**config.mk**
```make
export PLATFORM = sky130hd
export DESIGN_NAME = frame_presentation_queue_top
export DESIGN_NICKNAME = d
export VERILOG_FILES = /design/src/rtl/fpq_pkg.sv /design/src/rtl/frame_presentation_queue_top.sv
export SDC_FILE = /design/constraint.sdc
export NUM_CORES = 2
export LEC_CHECK = 0
export BUFFER_PORTS_ARGS = -buffer_cell sky130_fd_sc_hd__clkbuf_2
export CAP_MARGIN = 20
export CORE_AREA = 2 2 300 302
export CTS_CLUSTER_SIZE = 10
export DETAILED_ROUTE_END_ITERATION = 16
export DIE_AREA = 0 0 302 304
export PLACE_DENSITY_LB_ADDON = 0.08
export SLEW_MARGIN = 20
export SYNTH_ARGS = -nofsm -noshare
export SYNTH_HDL_FRONTEND = slang
export SYNTH_SLANG_ARGS = --single-unit
```
**constraint.sdc**
```tcl
create_clock -name aclk -period 7.7 [get_ports aclk]
set_clock_uncertainty 0.2 [all_clocks]
set_input_delay 0.77 -clock aclk [delete_from_list [all_inputs] [get_ports aclk]]
set_output_delay 0.77 -clock aclk [all_outputs]
set_load 0.01 [all_outputs]
```
**src/rtl/fpq_pkg.sv**
```systemverilog
package fpq_pkg;

    // queue geometry
    localparam int QUEUE_DEPTH = 8;
    localparam int IDX_W       = $clog2(QUEUE_DEPTH);
    localparam int CNT_W       = $clog2(QUEUE_DEPTH + 1);
    localparam int SUM_W       = IDX_W + 1;

    // field widths
    localparam int HANDLE_W = 16;
    localparam int PTS_W    = 33;
    localparam int TIME_W   = 32;
    localparam int REQ_W    = 2;
    localparam int KIND_W   = 2;

    // register widths
    localparam int QLIM_W    = 4;
    localparam int THR_W     = 24;
    localparam int EARLY_W   = 20;
    localparam int LIM_CMP_W = (CNT_W > QLIM_W) ? CNT_W : QLIM_W;

    // arithmetic widths: offset*100+4 needs 7 more bits than a timestamp
    localparam int OFF_W     = PTS_W + 1;
    localparam int DIV_W     = PTS_W + 7;
    localparam int REM_W     = 4;
    localparam int US_W      = TIME_W + 12;

    // divide by 9 in radix-1024 steps; DIV_W is a whole number of steps
    localparam int DIV_STEP_W  = 10;
    localparam int DIV_STEPS   = DIV_W / DIV_STEP_W;
    localparam int DIV_CNT_W   = $clog2(DIV_STEPS + 1);
    localparam int TRIAL_W     = REM_W + DIV_STEP_W;
    localparam int RECIP_W     = 12;
    localparam int RECIP_SHIFT = 15;
    localparam int PROD_W      = TRIAL_W + RECIP_W;

    // stream word layout
    localparam int IN_DATA_W  = ((HANDLE_W + PTS_W + TIME_W + 7) / 8) * 8;
    localparam int HANDLE_LSB = 0;
    localparam int PTS_LSB    = HANDLE_W;
    localparam int TIME_LSB   = HANDLE_W + PTS_W;
    localparam int OUT_DATA_W = ((HANDLE_W + 7) / 8) * 8;

    // register port
    localparam int APB_ADDR_W = 4;
    localparam int APB_DATA_W = 32;

    typedef logic [REQ_W-1:0]      req_t;
    typedef logic [KIND_W-1:0]     kind_t;
    typedef logic [APB_ADDR_W-1:0] apb_addr_t;

    // request codes
    localparam req_t REQ_ENQ   = 2'd0;
    localparam req_t REQ_DEQ   = 2'd1;
    localparam req_t REQ_CLEAR = 2'd2;

    // result codes
    localparam kind_t KIND_DROP    = 2'd0;
    localparam kind_t KIND_PRESENT = 2'd1;
    localparam kind_t KIND_EMPTY   = 2'd2;
    localparam kind_t KIND_DONE    = 2'd3;

    // register byte addresses
    localparam apb_addr_t ADDR_QLIMIT = 4'h0;
    localparam apb_addr_t ADDR_THR    = 4'h4;
    localparam apb_addr_t ADDR_EARLY  = 4'h8;

    // register reset values
    localparam logic [QLIM_W-1:0]  QLIMIT_RST = 4'd6;
    localparam logic [THR_W-1:0]   THR_RST    = 24'd500000;
    localparam logic [EARLY_W-1:0] EARLY_RST  = 20'd16666;

    // offset rescale: round(off*100/9) = (off*100 + 4) / 9
    // t/9 for t < 9*1024 is (t*3641) >> 15, since 9*3641 = 2^15 + 1
    localparam logic [RECIP_W-1:0] SCALE_RECIP = 12'd3641;
    localparam int                 SCALE_BIAS  = 4;

endpackage

```
**src/rtl/frame_presentation_queue_top.sv**
```systemverilog
// Enqueue: write the frame, then drop oldest frames while at the limit, else
// send a done word. Dequeue: time setup, then per frame examined: pop, times
// 100, four radix-1024 steps of the divide by 9, difference, decision, plus a
// done word when every frame is dropped. Clear, no-op, empty dequeue: one word.
// One request in flight at a time; stalls on the result hold it. Reset (aresetn
// low, synchronous) empties the queue, drops the base, restores the registers.
module frame_presentation_queue_top (
    input  logic                                  aclk,
    input  logic                                  aresetn,
    // request channel
    input  logic                                  s_tvalid,
    output logic                                  s_tready,
    // [15:0] frame_handle, [48:16] frame_pts, [80:49] current_time_ms
    input  logic [fpq_pkg::IN_DATA_W-1:0]         s_tdata,
    // [1:0] req_type
    input  logic [fpq_pkg::REQ_W-1:0]             s_tuser,
    // result channel
    output logic                                  m_tvalid,
    input  logic                                  m_tready,
    // [15:0] out_handle
    output logic [fpq_pkg::OUT_DATA_W-1:0]        m_tdata,
    // [1:0] result_kind
    output logic [fpq_pkg::KIND_W-1:0]            m_tuser,
    output logic                                  m_tlast,
    // register port
    input  logic                                  psel,
    input  logic                                  penable,
    input  logic                                  pwrite,
    input  logic [fpq_pkg::APB_ADDR_W-1:0]        paddr,
    input  logic [fpq_pkg::APB_DATA_W-1:0]        pwdata,
    output logic [fpq_pkg::APB_DATA_W-1:0]        prdata,
    output logic                                  pready
);

    localparam logic [3:0] ST_IDLE   = 4'd0;
    localparam logic [3:0] ST_ENQ_RD = 4'd1;
    localparam logic [3:0] ST_ENQ    = 4'd2;
    localparam logic [3:0] ST_SINGLE = 4'd3;
    localparam logic [3:0] ST_TIME   = 4'd4;
    localparam logic [3:0] ST_POP    = 4'd5;
    localparam logic [3:0] ST_MUL    = 4'd6;
    localparam logic [3:0] ST_DIV    = 4'd7;
    localparam logic [3:0] ST_DIFF   = 4'd8;
    localparam logic [3:0] ST_DECIDE = 4'd9;

    localparam int IDX_W   = fpq_pkg::IDX_W;
    localparam int CNT_W   = fpq_pkg::CNT_W;
    localparam int PTS_W   = fpq_pkg::PTS_W;
    localparam int HW      = fpq_pkg::HANDLE_W;
    localparam int TIME_W  = fpq_pkg::TIME_W;
    localparam int US_W    = fpq_pkg::US_W;
    localparam int DIV_W   = fpq_pkg::DIV_W;
    localparam int REM_W   = fpq_pkg::REM_W;
    localparam int OFF_W   = fpq_pkg::OFF_W;
    localparam int LCMP_W  = fpq_pkg::LIM_CMP_W;
    localparam int DCNT_W  = fpq_pkg::DIV_CNT_W;
    localparam int DSTEP_W = fpq_pkg::DIV_STEP_W;
    localparam int TRIAL_W = fpq_pkg::TRIAL_W;
    localparam int PROD_W  = fpq_pkg::PROD_W;

    // control and datapath registers
    logic [3:0]                      state_reg, state_next;
    logic [IDX_W-1:0]                head_reg, head_next;
    logic [CNT_W-1:0]                cnt_reg, cnt_next;
    logic [PTS_W-1:0]                base_reg, base_next;
    logic                            base_valid_reg, base_valid_next;
    logic [TIME_W-1:0]               timer_reg, timer_next;
    logic [TIME_W-1:0]               now_ms_reg, now_ms_next;
    logic [US_W-1:0]                 now_us_reg, now_us_next;
    fpq_pkg::kind_t                  kind_reg, kind_next;
    logic [PTS_W-1:0]                p_reg, p_next;
    logic [HW-1:0]                   h_reg, h_next;
    logic                            neg_reg, neg_next;
    logic [PTS_W-1:0]                mag_reg, mag_next;
    logic [DIV_W-1:0]                quot_reg, quot_next;
    logic [REM_W-1:0]                rem_reg, rem_next;
    logic [DCNT_W-1:0]               dcnt_reg, dcnt_next;
    logic signed [US_W-1:0]          diff_reg, diff_next;

    // configuration registers
    logic [fpq_pkg::QLIM_W-1:0]      qlim_reg, qlim_next;
    logic [fpq_pkg::THR_W-1:0]       thr_reg, thr_next;
    logic [fpq_pkg::EARLY_W-1:0]     early_reg, early_next;

    // output word register
    logic                            m_valid_reg, m_valid_next;
    fpq_pkg::kind_t                  m_kind_reg, m_kind_next;
    logic [HW-1:0]                   m_hdl_reg, m_hdl_next;
    logic                            m_last_reg, m_last_next;

    // frame store
    logic [PTS_W-1:0]                pts_mem [fpq_pkg::QUEUE_DEPTH];
    logic [HW-1:0]                   hdl_mem [fpq_pkg::QUEUE_DEPTH];
    logic [PTS_W-1:0]                rd_pts_reg;
    logic [HW-1:0]                   rd_hdl_reg;
    logic                            mem_we;
    logic [IDX_W-1:0]                tail_idx;
    logic [fpq_pkg::SUM_W-1:0]       tail_sum;

    // combinational helpers
    logic                            s_accept;
    logic                            out_free;
    logic                            emit_en;
    fpq_pkg::kind_t                  emit_kind;
    logic [HW-1:0]                   emit_hdl;
    logic                            emit_last;
    logic [IDX_W-1:0]                head_inc;
    logic [CNT_W-1:0]                cnt_dec;
    logic [LCMP_W-1:0]               lim;
    logic                            cnt_at_lim;
    logic                            dec_at_lim;
    logic [TIME_W-1:0]               elapsed_ms;
    logic [US_W-1:0]                 elapsed_us;
    logic [OFF_W-1:0]                off;
    logic [OFF_W-1:0]                neg_off;
    logic [DIV_W-1:0]                mag_ext;
    logic [TRIAL_W-1:0]              trial;
    logic [PROD_W-1:0]               recip_prod;
    logic [DSTEP_W-1:0]              div_digit;
    logic [TRIAL_W-1:0]              div_back;
    logic [US_W-1:0]                 q_ext;
    logic [US_W-1:0]                 scaled;
    logic [US_W-1:0]                 abs_diff;
    logic                            resync;
    logic                            due;
    logic                            cfg_wr;

    logic [HW-1:0]                   in_handle;
    logic [PTS_W-1:0]                in_pts;
    logic [TIME_W-1:0]               in_time;

    assign in_handle = s_tdata[fpq_pkg::HANDLE_LSB +: HW];
    assign in_pts    = s_tdata[fpq_pkg::PTS_LSB +: PTS_W];
    assign in_time   = s_tdata[fpq_pkg::TIME_LSB +: TIME_W];

    assign s_tready = (state_reg == ST_IDLE);
    assign s_accept = s_tvalid && s_tready;
    assign out_free = !m_valid_reg || m_tready;

    assign m_tvalid = m_valid_reg;
    assign m_tuser  = m_kind_reg;
    assign m_tdata  = fpq_pkg::OUT_DATA_W'(m_hdl_reg);
    assign m_tlast  = m_last_reg;

    // ring pointer arithmetic
    assign head_inc = (head_reg == IDX_W'(fpq_pkg::QUEUE_DEPTH - 1)) ? '0 : head_reg + 1'b1;
    assign cnt_dec  = cnt_reg - 1'b1;
    assign tail_sum = fpq_pkg::SUM_W'(head_reg) + fpq_pkg::SUM_W'(cnt_reg);
    assign tail_idx = (tail_sum >= fpq_pkg::SUM_W'(fpq_pkg::QUEUE_DEPTH))
                    ? IDX_W'(tail_sum - fpq_pkg::SUM_W'(fpq_pkg::QUEUE_DEPTH))
                    : IDX_W'(tail_sum);

    // effective limit, clamped to the depth
    assign lim = (LCMP_W'(qlim_reg) > LCMP_W'(fpq_pkg::QUEUE_DEPTH))
               ? LCMP_W'(fpq_pkg::QUEUE_DEPTH) : LCMP_W'(qlim_reg);
    assign cnt_at_lim = (cnt_reg != '0) && (LCMP_W'(cnt_reg) >= lim);
    assign dec_at_lim = (cnt_dec != '0) && (LCMP_W'(cnt_dec) >= lim);

    // elapsed ms -> us as x*1024 - x*16 - x*8
    assign elapsed_ms = base_valid_reg ? (now_ms_reg - timer_reg) : '0;
    assign elapsed_us = (US_W'(elapsed_ms) << 10) - (US_W'(elapsed_ms) << 4)
                      - (US_W'(elapsed_ms) << 3);

    // signed offset from the base and its negation
    assign off     = {1'b0, rd_pts_reg} - {1'b0, base_reg};
    assign neg_off = -off;

    // dividend: mag*100 + 4 as mag*64 + mag*32 + mag*4 + 4
    assign mag_ext = DIV_W'(mag_reg);

    // one radix-1024 step of the divide by 9: remainder joined with the next
    // ten dividend bits, digit by reciprocal multiply, new remainder
    assign trial      = {rem_reg, quot_reg[DIV_W-1 -: DSTEP_W]};
    assign recip_prod = PROD_W'(trial) * PROD_W'(fpq_pkg::SCALE_RECIP);
    assign div_digit  = recip_prod[fpq_pkg::RECIP_SHIFT +: DSTEP_W];
    assign div_back   = (TRIAL_W'(div_digit) << 3) + TRIAL_W'(div_digit);

    // signed rescaled offset
    assign q_ext  = US_W'(quot_reg);
    assign scaled = neg_reg ? (-q_ext) : q_ext;

    // drift and due tests
    assign abs_diff = diff_reg[US_W-1] ? US_W'(-diff_reg) : US_W'(diff_reg);
    assign resync   = (abs_diff >= US_W'(thr_reg));
    assign due      = (diff_reg <= $signed(US_W'(early_reg)));

    // sequencer
    always_comb begin
        state_next      = state_reg;
        head_next       = head_reg;
        cnt_next        = cnt_reg;
        base_next       = base_reg;
        base_valid_next = base_valid_reg;
        timer_next      = timer_reg;
        now_ms_next     = now_ms_reg;
        now_us_next     = now_us_reg;
        kind_next       = kind_reg;
        p_next          = p_reg;
        h_next          = h_reg;
        neg_next        = neg_reg;
        mag_next        = mag_reg;
        quot_next       = quot_reg;
        rem_next        = rem_reg;
        dcnt_next       = dcnt_reg;
        diff_next       = diff_reg;
        mem_we          = 1'b0;
        emit_en         = 1'b0;
        emit_kind       = fpq_pkg::KIND_DONE;
        emit_hdl        = '0;
        emit_last       = 1'b1;

        case (state_reg)
            ST_IDLE: begin
                if (s_accept) begin
                    case (s_tuser)
                        fpq_pkg::REQ_ENQ: begin
                            mem_we     = 1'b1;
                            cnt_next   = cnt_reg + 1'b1;
                            state_next = ST_ENQ_RD;
                        end
                        fpq_pkg::REQ_DEQ: begin
                            if (cnt_reg == '0) begin
                                kind_next  = fpq_pkg::KIND_EMPTY;
                                state_next = ST_SINGLE;
                            end else begin
                                now_ms_next = in_time;
                                state_next  = ST_TIME;
                            end
                        end
                        fpq_pkg::REQ_CLEAR: begin
                            head_next  = '0;
                            cnt_next   = '0;
                            kind_next  = fpq_pkg::KIND_DONE;
                            state_next = ST_SINGLE;
                        end
                        default: begin
                            kind_next  = fpq_pkg::KIND_DONE;
                            state_next = ST_SINGLE;
                        end
                    endcase
                end
            end

            // let the read port see the word just written
            ST_ENQ_RD: begin
                state_next = ST_ENQ;
            end

            // drop oldest frames while at the limit, else report done
            ST_ENQ: begin
                if (out_free) begin
                    emit_en = 1'b1;
                    if (cnt_at_lim) begin
                        emit_kind = fpq_pkg::KIND_DROP;
                        emit_hdl  = rd_hdl_reg;
                        emit_last = !dec_at_lim;
                        head_next = head_inc;
                        cnt_next  = cnt_dec;
                        if (!dec_at_lim) begin
                            state_next = ST_IDLE;
                        end
                    end else begin
                        state_next = ST_IDLE;
                    end
                end
            end

            ST_SINGLE: begin
                if (out_free) begin
                    emit_en    = 1'b1;
                    emit_kind  = kind_reg;
                    state_next = ST_IDLE;
                end
            end

            // latch base on first use, then elapsed time in us
            ST_TIME: begin
                if (!base_valid_reg) begin
                    base_next       = rd_pts_reg;
                    timer_next      = now_ms_reg;
                    base_valid_next = 1'b1;
                end
                now_us_next = elapsed_us;
                state_next  = ST_POP;
            end

            // pop head, form offset sign and magnitude
            ST_POP: begin
                p_next     = rd_pts_reg;
                h_next     = rd_hdl_reg;
                neg_next   = off[OFF_W-1];
                mag_next   = off[OFF_W-1] ? neg_off[PTS_W-1:0] : off[PTS_W-1:0];
                head_next  = head_inc;
                cnt_next   = cnt_dec;
                state_next = ST_MUL;
            end

            ST_MUL: begin
                quot_next  = (mag_ext << 6) + (mag_ext << 5) + (mag_ext << 2)
                           + DIV_W'(fpq_pkg::SCALE_BIAS);
                rem_next   = '0;
                dcnt_next  = DCNT_W'(fpq_pkg::DIV_STEPS);
                state_next = ST_DIV;
            end

            // ten quotient bits per cycle
            ST_DIV: begin
                rem_next  = REM_W'(trial - div_back);
                quot_next = {quot_reg[DIV_W-DSTEP_W-1:0], div_digit};
                dcnt_next = dcnt_reg - 1'b1;
                if (dcnt_reg == DCNT_W'(1)) begin
                    state_next = ST_DIFF;
                end
            end

            ST_DIFF: begin
                diff_next  = $signed(scaled - now_us_reg);
                state_next = ST_DECIDE;
            end

            ST_DECIDE: begin
                if (out_free) begin
                    emit_en  = 1'b1;
                    emit_hdl = h_reg;
                    if (resync) begin
                        base_next   = p_reg;
                        timer_next  = now_ms_reg;
                        now_us_next = '0;
                    end
                    if (resync || due) begin
                        emit_kind = fpq_pkg::KIND_DROP;
                        emit_last = 1'b0;
                        if (cnt_reg == '0) begin
                            kind_next  = fpq_pkg::KIND_DONE;
                            state_next = ST_SINGLE;
                        end else begin
                            state_next = ST_POP;
                        end
                    end else begin
                        emit_kind  = fpq_pkg::KIND_PRESENT;
                        state_next = ST_IDLE;
                    end
                end
            end

            default: begin
                state_next = ST_IDLE;
            end
        endcase
    end

    // output word register
    always_comb begin
        m_valid_next = m_valid_reg;
        m_kind_next  = m_kind_reg;
        m_hdl_next   = m_hdl_reg;
        m_last_next  = m_last_reg;
        if (emit_en) begin
            m_valid_next = 1'b1;
            m_kind_next  = emit_kind;
            m_hdl_next   = emit_hdl;
            m_last_next  = emit_last;
        end else if (m_tready) begin
            m_valid_next = 1'b0;
        end
    end

    // register port
    assign cfg_wr = psel && penable && pwrite && pready;
    assign pready = 1'b1;

    always_comb begin
        qlim_next  = qlim_reg;
        thr_next   = thr_reg;
        early_next = early_reg;
        if (cfg_wr) begin
            case (paddr)
                fpq_pkg::ADDR_QLIMIT: qlim_next  = pwdata[fpq_pkg::QLIM_W-1:0];
                fpq_pkg::ADDR_THR:    thr_next   = pwdata[fpq_pkg::THR_W-1:0];
                fpq_pkg::ADDR_EARLY:  early_next = pwdata[fpq_pkg::EARLY_W-1:0];
                default: begin
                end
            endcase
        end
    end

    always_comb begin
        case (paddr)
            fpq_pkg::ADDR_QLIMIT: prdata = fpq_pkg::APB_DATA_W'(qlim_reg);
            fpq_pkg::ADDR_THR:    prdata = fpq_pkg::APB_DATA_W'(thr_reg);
            fpq_pkg::ADDR_EARLY:  prdata = fpq_pkg::APB_DATA_W'(early_reg);
            default:              prdata = '0;
        endcase
    end

    // control state
    always_ff @(posedge aclk) begin
        if (!aresetn) begin
            state_reg      <= ST_IDLE;
            head_reg       <= '0;
            cnt_reg        <= '0;
            base_reg       <= '0;
            base_valid_reg <= 1'b0;
            timer_reg      <= '0;
            m_valid_reg    <= 1'b0;
            qlim_reg       <= fpq_pkg::QLIMIT_RST;
            thr_reg        <= fpq_pkg::THR_RST;
            early_reg      <= fpq_pkg::EARLY_RST;
        end else begin
            state_reg      <= state_next;
            head_reg       <= head_next;
            cnt_reg        <= cnt_next;
            base_reg       <= base_next;
            base_valid_reg <= base_valid_next;
            timer_reg      <= timer_next;
            m_valid_reg    <= m_valid_next;
            qlim_reg       <= qlim_next;
            thr_reg        <= thr_next;
            early_reg      <= early_next;
        end
    end

    // payload registers
    always_ff @(posedge aclk) begin
        now_ms_reg <= now_ms_next;
        now_us_reg <= now_us_next;
        kind_reg   <= kind_next;
        p_reg      <= p_next;
        h_reg      <= h_next;
        neg_reg    <= neg_next;
        mag_reg    <= mag_next;
        quot_reg   <= quot_next;
        rem_reg    <= rem_next;
        dcnt_reg   <= dcnt_next;
        diff_reg   <= diff_next;
        m_kind_reg <= m_kind_next;
        m_hdl_reg  <= m_hdl_next;
        m_last_reg <= m_last_next;
    end

    // frame store: write at tail, registered read at the next head
    always_ff @(posedge aclk) begin
        if (mem_we) begin
            pts_mem[tail_idx] <= in_pts;
            hdl_mem[tail_idx] <= in_handle;
        end
        rd_pts_reg <= pts_mem[head_next];
        rd_hdl_reg <= hdl_mem[head_next];
    end

endmodule

```
# After elaboration in Yosys (flattened, before gate mapping)
# Memory sizes are Yosys's and may differ from the RTL's. A register that Yosys moved wholly into a read port is not among the register bits.
# Index checks and enable logic that the tools add are counted.
totals:
  latchBits: 0
  mem_bits_ro: 0
  ram_bits: 392
  input_bits: 133
  ff_bits: 397
  mem_count: 2
  output_inout_bits: 54
op_classes:
  order_cmp: 6
  multipliers: 1
  bitwise_logic: 1
  div: 0
  eq_ne: 29
  reduce_logical: 30
  mux: 75
  add_sub_neg: 19
  shift: 0
memory_table:
  columns: ["name", "depth", "word_bits", "rd", "rd_ports_with_merged_regs", "wr", "line_no", "rtl"]
  rows:
  - ["pts_mem", 8, 33, 1, 1, 1, "frame_presentation_queue_top.sv:92", "logic [PTS_W-1:0] pts_mem [fpq_pkg::QUEUE_DEPTH];"]
  - ["hdl_mem", 8, 16, 1, 1, 1, "frame_presentation_queue_top.sv:93", "logic [HW-1:0] hdl_mem [fpq_pkg::QUEUE_DEPTH];"]
op_table:
  columns: ["operator", "n"]
  rows:
  - ["$mux 44", 4]
  - ["$mux 33", 4]
  - ["$mux 32", 4]
  - ["$pmux 44 s2", 1]
  - ["$pmux 40 s2", 1]
  - ["$pmux 24 s3", 1]
  - ["$pmux 33 s2", 1]
  - ["$pmux 32 s2", 1]
  - ["$mux 16", 3]
  - ["$mux 4", 12]
  - ["$ge 44x24->1", 1]
  - ["$le 44x21->1", 1]
  - ["$neg 40->44", 1]
  - ["$neg 44->44", 1]
  - ["$sub 43x36->44", 1]
  - ["$sub 44x44->44", 1]
  - ["$sub 42x36->43", 1]
  - ["$add 39x38->40", 1]
  - ["$add 40x3->40 const B", 1]
  - ["$add 40x35->40", 1]
  - ["$pmux 4 s10", 1]
  - ["$sub 33x33->34", 1]
  - ["$neg 33->33", 1]
  - ["$pmux 16 s2", 1]
  - ["other kinds (50)", 115]

# Logic depth before layout (Yosys ltp)
logic_depth:
  depth_word: 8
  ltp_mapped: 35
  mapped_depth_nobuf: 35

# Least setup slack after synthesis
# No wires, ideal clock.
synth_path:
  path_kind: "reg-to-reg"
  start: "reg now_ms_reg[0]"
  end: "reg now_us_reg[41], data pin"
  required_ns: 7.231
  stages_incl_launch_ff: 33
  n_path_buf: 0
  path_slack_ns: 0.829
  t_arrival_ns: 6.402
  path_cell_list: "edfxtp_1 > inv_1 > ha_1 > inv_1 > fa_1 > a211oi_1 > o21ai_0 > a31o_2 > a21oi_1 > xnor2_1 > nand2_1 > ha_1 > a21oi_1 > a21bo_2 > a21o_1 > a31oi_1 > o21bai_1 > a21oi_1 > or2_2 > o21ai_0 > xor2_1 > ha_1 > a21o_1 > a21o_1 > a21oi_1 > o21ai_0 > a21o_1 > a221o_1 > o31ai_1 > nor2b_1 > nand3_1 > nor4_1 > nor3_1"
synth_via:
  elab_chain_len: 5
synth_lines:
  columns: ["element", "line_no", "rtl"]
  rows:
  - ["start: declaration", "frame_presentation_queue_top.sv:68", "logic [TIME_W-1:0] now_ms_reg, now_ms_next;"]
  - ["start signal: assignment", "frame_presentation_queue_top.sv:425", "now_ms_reg <= now_ms_next;"]
  - ["$sub 32x32->32 (*)", "frame_presentation_queue_top.sv:160", "assign elapsed_ms = base_valid_reg ? (now_ms_reg - timer_reg) : '0;"]
  - ["$mux 32 (*)", "frame_presentation_queue_top.sv:160", null]
  - ["$sub 42x36->43", "frame_presentation_queue_top.sv:161", "assign elapsed_us = (US_W'(elapsed_ms) << 10) - (US_W'(elapsed_ms) << 4)"]
  - ["$sub 43x36->44 (*)", "frame_presentation_queue_top.sv:162", "- (US_W'(elapsed_ms) << 3);"]
  - ["$pmux 44 s2 (*)", "frame_presentation_queue_top.sv:212", "case (state_reg)"]
  - ["end signal: assignment", "frame_presentation_queue_top.sv:426", "now_us_reg <= now_us_next;"]
  - ["end: declaration", "frame_presentation_queue_top.sv:69", "logic [US_W-1:0] now_us_reg, now_us_next;"]
# Mark *: on every way between the ends. The rest lies on a longest branch, timed or not.
# A chain may end at the register's enable or synchronous reset.

# Final worst setup path
# Ends and elaborated chain as after synthesis.

==> impl.org <==
** Status
- The run finished with clean final reports.

** Yosys
- Cell area after technology mapping :: 0.0485 mm^2
- Mapped Avg Cell Area :: 10.1 um^2
- Counting distinct cell types in the post-synthesis netlist gives 82.
- The Yosys step of the flow raised 0 warnings.
- Fraction of post-synthesis cell area in the top cell type by area :: about two fifths
- In the synthesized netlist, the number of instances is roughly 4,800.
- Library cell with the largest summed area after synthesis :: sky130_fd_sc_hd__edfxtp_1
- Most used flip-flop cell after synthesis :: sky130_fd_sc_hd__edfxtp_1
- Asr flop ratio synth :: 0%
- Total of flip-flops plus latches after synthesis :: 834
- In this run, synthesis inferred 659 flip-flops with an integrated enable.
- Sequential-to-total area share from yosys stat :: 48.1%
- Largest cells by area after synthesis :: sky130_fd_sc_hd__edfxtp_1, sky130_fd_sc_hd__ha_1, sky130_fd_sc_hd__dfxtp_1

** Floorplan
- Row generation in the floorplan step produced 110 rows.
- Starting density of the core :: 54.4%
- Area of the placeable core :: 0.0890 mm^2
- Count of pins on the block boundary :: 187
- In this run the horizontal extent of the chip is 302 um.
- The die covers 0.0918 mm^2.
- Die Height :: 304 um

** Setup path
- STA puts the critical path data arrival time at 7470 ps.
- The slowest stage of the critical path belongs to the cell sky130_fd_sc_hd__fa_1.
- Required time at the worst-slack endpoint :: 7970 ps
- Cells on worst reg2reg path :: 34
- Critical Path Stages :: 34
- STA classifies the critical path endpoint as a register.
- CP most frequent cell :: sky130_fd_sc_hd__a21o_1
- Crit path max fanout :: 5
- The worst setup path is of the reg2reg kind.
- On the worst path, the slowest cell contributes a delay of 440 ps.
- The number of buffers and inverters on the critical path is 2.
- Type of origin of the critical path :: register
- Top cell family by delay on the critical path :: compound AO/OA/AOI/OAI gates

** Routing
- Wire length after detailed routing :: between 100,000 and 150,000 um
- Wire length per cell :: 19.1 um
- For this block, the via count after detailed routing is 35,300.
- Number of routed nets with antenna violations :: 0
- DRC violation count after routing :: 0
- DR pass1 iterations :: 5
- Number of design-rule violations left by the first detailed-router iteration :: about 2,500
- Avg Vias per Cell :: 5.70

** STA
- Setup repair after global routing left no endpoint under its margin.
- The worst path needs 7200 ps of the cycle, external delays included.
- Worst slew margin relative to its limit :: 30.7%
- The max-slew violation count came to 0.
- In the post-route analysis, the smallest setup slack over all paths is 504 ps.
- Final hold violation count :: 0
- Static timing analysis puts the maximum clock frequency at roughly 140 MHz.
- Portion of the clock cycle consumed by the worst path in the final layout :: 93.5%
- Post-route setup TNS :: 0 ps
- Setup violations remaining at the end of the flow were counted as 0.
- At the pin with the least slew margin, the transition time is 1040 ps.
- Worst slack on hold paths :: 71.4 ps

** Clock tree
- The number of hold buffers added after CTS was 0.
- Later-pin clock latency in the skew report :: between 600 and 700 ps
- TritonCTS built the clock tree.
- Sinks on the clock net :: 834
- The number of clock buffers added by TritonCTS is slightly below 100.
- Counting along the longest clock path gives a buffer depth of 3.
- The clock tree synthesis step divided the H-tree into 3 levels.
- Setup repair bufs after CTS :: 0
- Clock tree synthesis selected as its root buffer the cell sky130_fd_sc_hd__clkbuf_16.
- Reg clk slew, reported paths :: 60 ps

** Global routing
- Maximum number of pins on one net before global-route repair :: 181
- Vias in the first global route :: 34,200
- Global-route wire length before repair :: about 190,000 um
- For met3 alone, demand over resource in global routing was 2.96%.
- For met1 alone, demand over resource in global routing was about a third.
- Met2 GRT Util :: 43.5%
- The initial antenna violation count is 0.
- Total routing usage reported by global routing :: 25.7%
- Most used routing layer :: met2
- Global route total overflow :: 0

** Finish
- From synthesis to final layout, the design area changed by 10.9%.
- Leaving out fill and tap cells, the most frequent cells in the layout are sky130_fd_sc_hd__nand2_1, sky130_fd_sc_hd__edfxtp_1, sky130_fd_sc_hd__ha_1.
- After the flow finishes, the layout carries non-filler instances totaling 6,200.
- Cells with a size suffix above 1 make up ~8.3% of the layout.
- Most frequent standard cell in the layout excluding fill and tap cells :: sky130_fd_sc_hd__nand2_1
- Number of nets in the finished design :: 5,494
- The register with the most flip-flops in the layout has 264 of them.

** Power
- In this run the power density over the cells is 390 mW/mm^2.
- Largest voltage drop on the vdd net :: 0.525 mV
- In this run the static leakage power is 21.4 nW.

** Placement
- Once detailed placement completed, the half-perimeter wirelength came to 83,100 um.
- At the placement stage, the worst setup path has a slack of about 73 ps.
- Counting tap cells, the placed design contains a total of 6,015 instances.
- Routability-driven placement finished with a final weighted congestion of 0.940.
- Port buffering added 162 buffers.

** Flow run
- Max-cap violations :: 0

** Min path
- Hold crit path type :: in2reg
- WHS Path Cells :: 1
synthesized netlist by cell type (34+ instances only):
| cell type | n |
|---|---|
| sky130_fd_sc_hd__o31ai_1 | 37 |
| sky130_fd_sc_hd__o21ai_0 | 212 |
| sky130_fd_sc_hd__a211oi_1 | 93 |
| sky130_fd_sc_hd__fa_1 | 72 |
| sky130_fd_sc_hd__nand3_1 | 294 |
| sky130_fd_sc_hd__nand4_1 | 34 |
| sky130_fd_sc_hd__o21bai_1 | 36 |
| sky130_fd_sc_hd__and2_1 | 55 |
| sky130_fd_sc_hd__nor3_1 | 66 |
| sky130_fd_sc_hd__nor2_1 | 279 |
| sky130_fd_sc_hd__ha_1 | 349 |
| sky130_fd_sc_hd__clkbuf_1 | 147 |
| sky130_fd_sc_hd__nand2b_1 | 37 |
| sky130_fd_sc_hd__inv_1 | 318 |
| sky130_fd_sc_hd__mux2i_1 | 38 |
| sky130_fd_sc_hd__nor2b_1 | 35 |
| sky130_fd_sc_hd__dfxtp_1 | 175 |
| sky130_fd_sc_hd__edfxtp_1 | 659 |
| sky130_fd_sc_hd__and3_1 | 37 |
| sky130_fd_sc_hd__a21oi_1 | 266 |
| sky130_fd_sc_hd__a21o_1 | 122 |
| sky130_fd_sc_hd__xnor2_1 | 213 |
| sky130_fd_sc_hd__nand2_1 | 737 |
| sky130_fd_sc_hd__xor2_1 | 90 |
per-layer routing:
layer	vias to the layer above	part of all wire (%)
met5	-	0
met4	0	2.8
met2	813	48
met3	179	4.5
met1	16800	44
li1	17500	-
repair_timing:
item | in CTS | in global routing
endpoints found under the setup margin | 1 | 5
pin swaps | 0 | 2
resized for setup | 1 | 29
final cells by class:
class	instances	area [um^2]
Fill cell	7496	35300
Multi-Input combinational cell	3476	23500
Sequential cell	834	23300
Clock buffer	167	2790
Tap cell	1176	1470
Timing Repair Buffer	211	1290
Inverter	319	1200
Clock inverter	15	238
Antenna cell	2	5.00
per-stage QoR:
step | total power [W] | util, % | area (um^2)
after floorplan | 0.0137 | - | 48500
after global placement | 0.0163 | 56.8 | 50600
after detailed placement | 0.0164 | 56.8 | 50600
after CTS | 0.0208 | 60.2 | 53600
after global routing | 0.0225 | 60.4 | 53800
final | 0.0210 | 60.4 | 53800
logic make-up after synthesis:
logic type / after synthesis / synth area share [%]
flip-flops: 834 / 48.1
AO/OA/AOI/OAI: 1018 / 13.7
multiplexers: 45 / 0.947
other: 2 / 0.0155
adder cells (fa/ha/maj): 421 / 12.0
XOR/XNOR: 303 / 5.47
AND/OR/NAND/NOR: 1680 / 15.7
buffers and inverters: 506 / 4.14
path summary, 6_finish.rpt:
path,start,to,slack [ps]
setup / recovery,now_ms_reg[0],now_us_reg[41],500
hold / removal,s_tdata[49],now_ms_reg[0],70
setup reg to reg,now_ms_reg[0],now_us_reg[41],500
hold reg to reg,rd_hdl_reg[11],h_reg[11],230
power breakdown:
group,internal (W),total [W],switching [W]
Sequential,0.00568,0.00590,0.000217
Clock,0.00253,0.00433,0.00180
Combinational,0.00443,0.0107,0.00632
Total,0.0126,0.0210,0.00833
(Power assumes the default switching activity.)
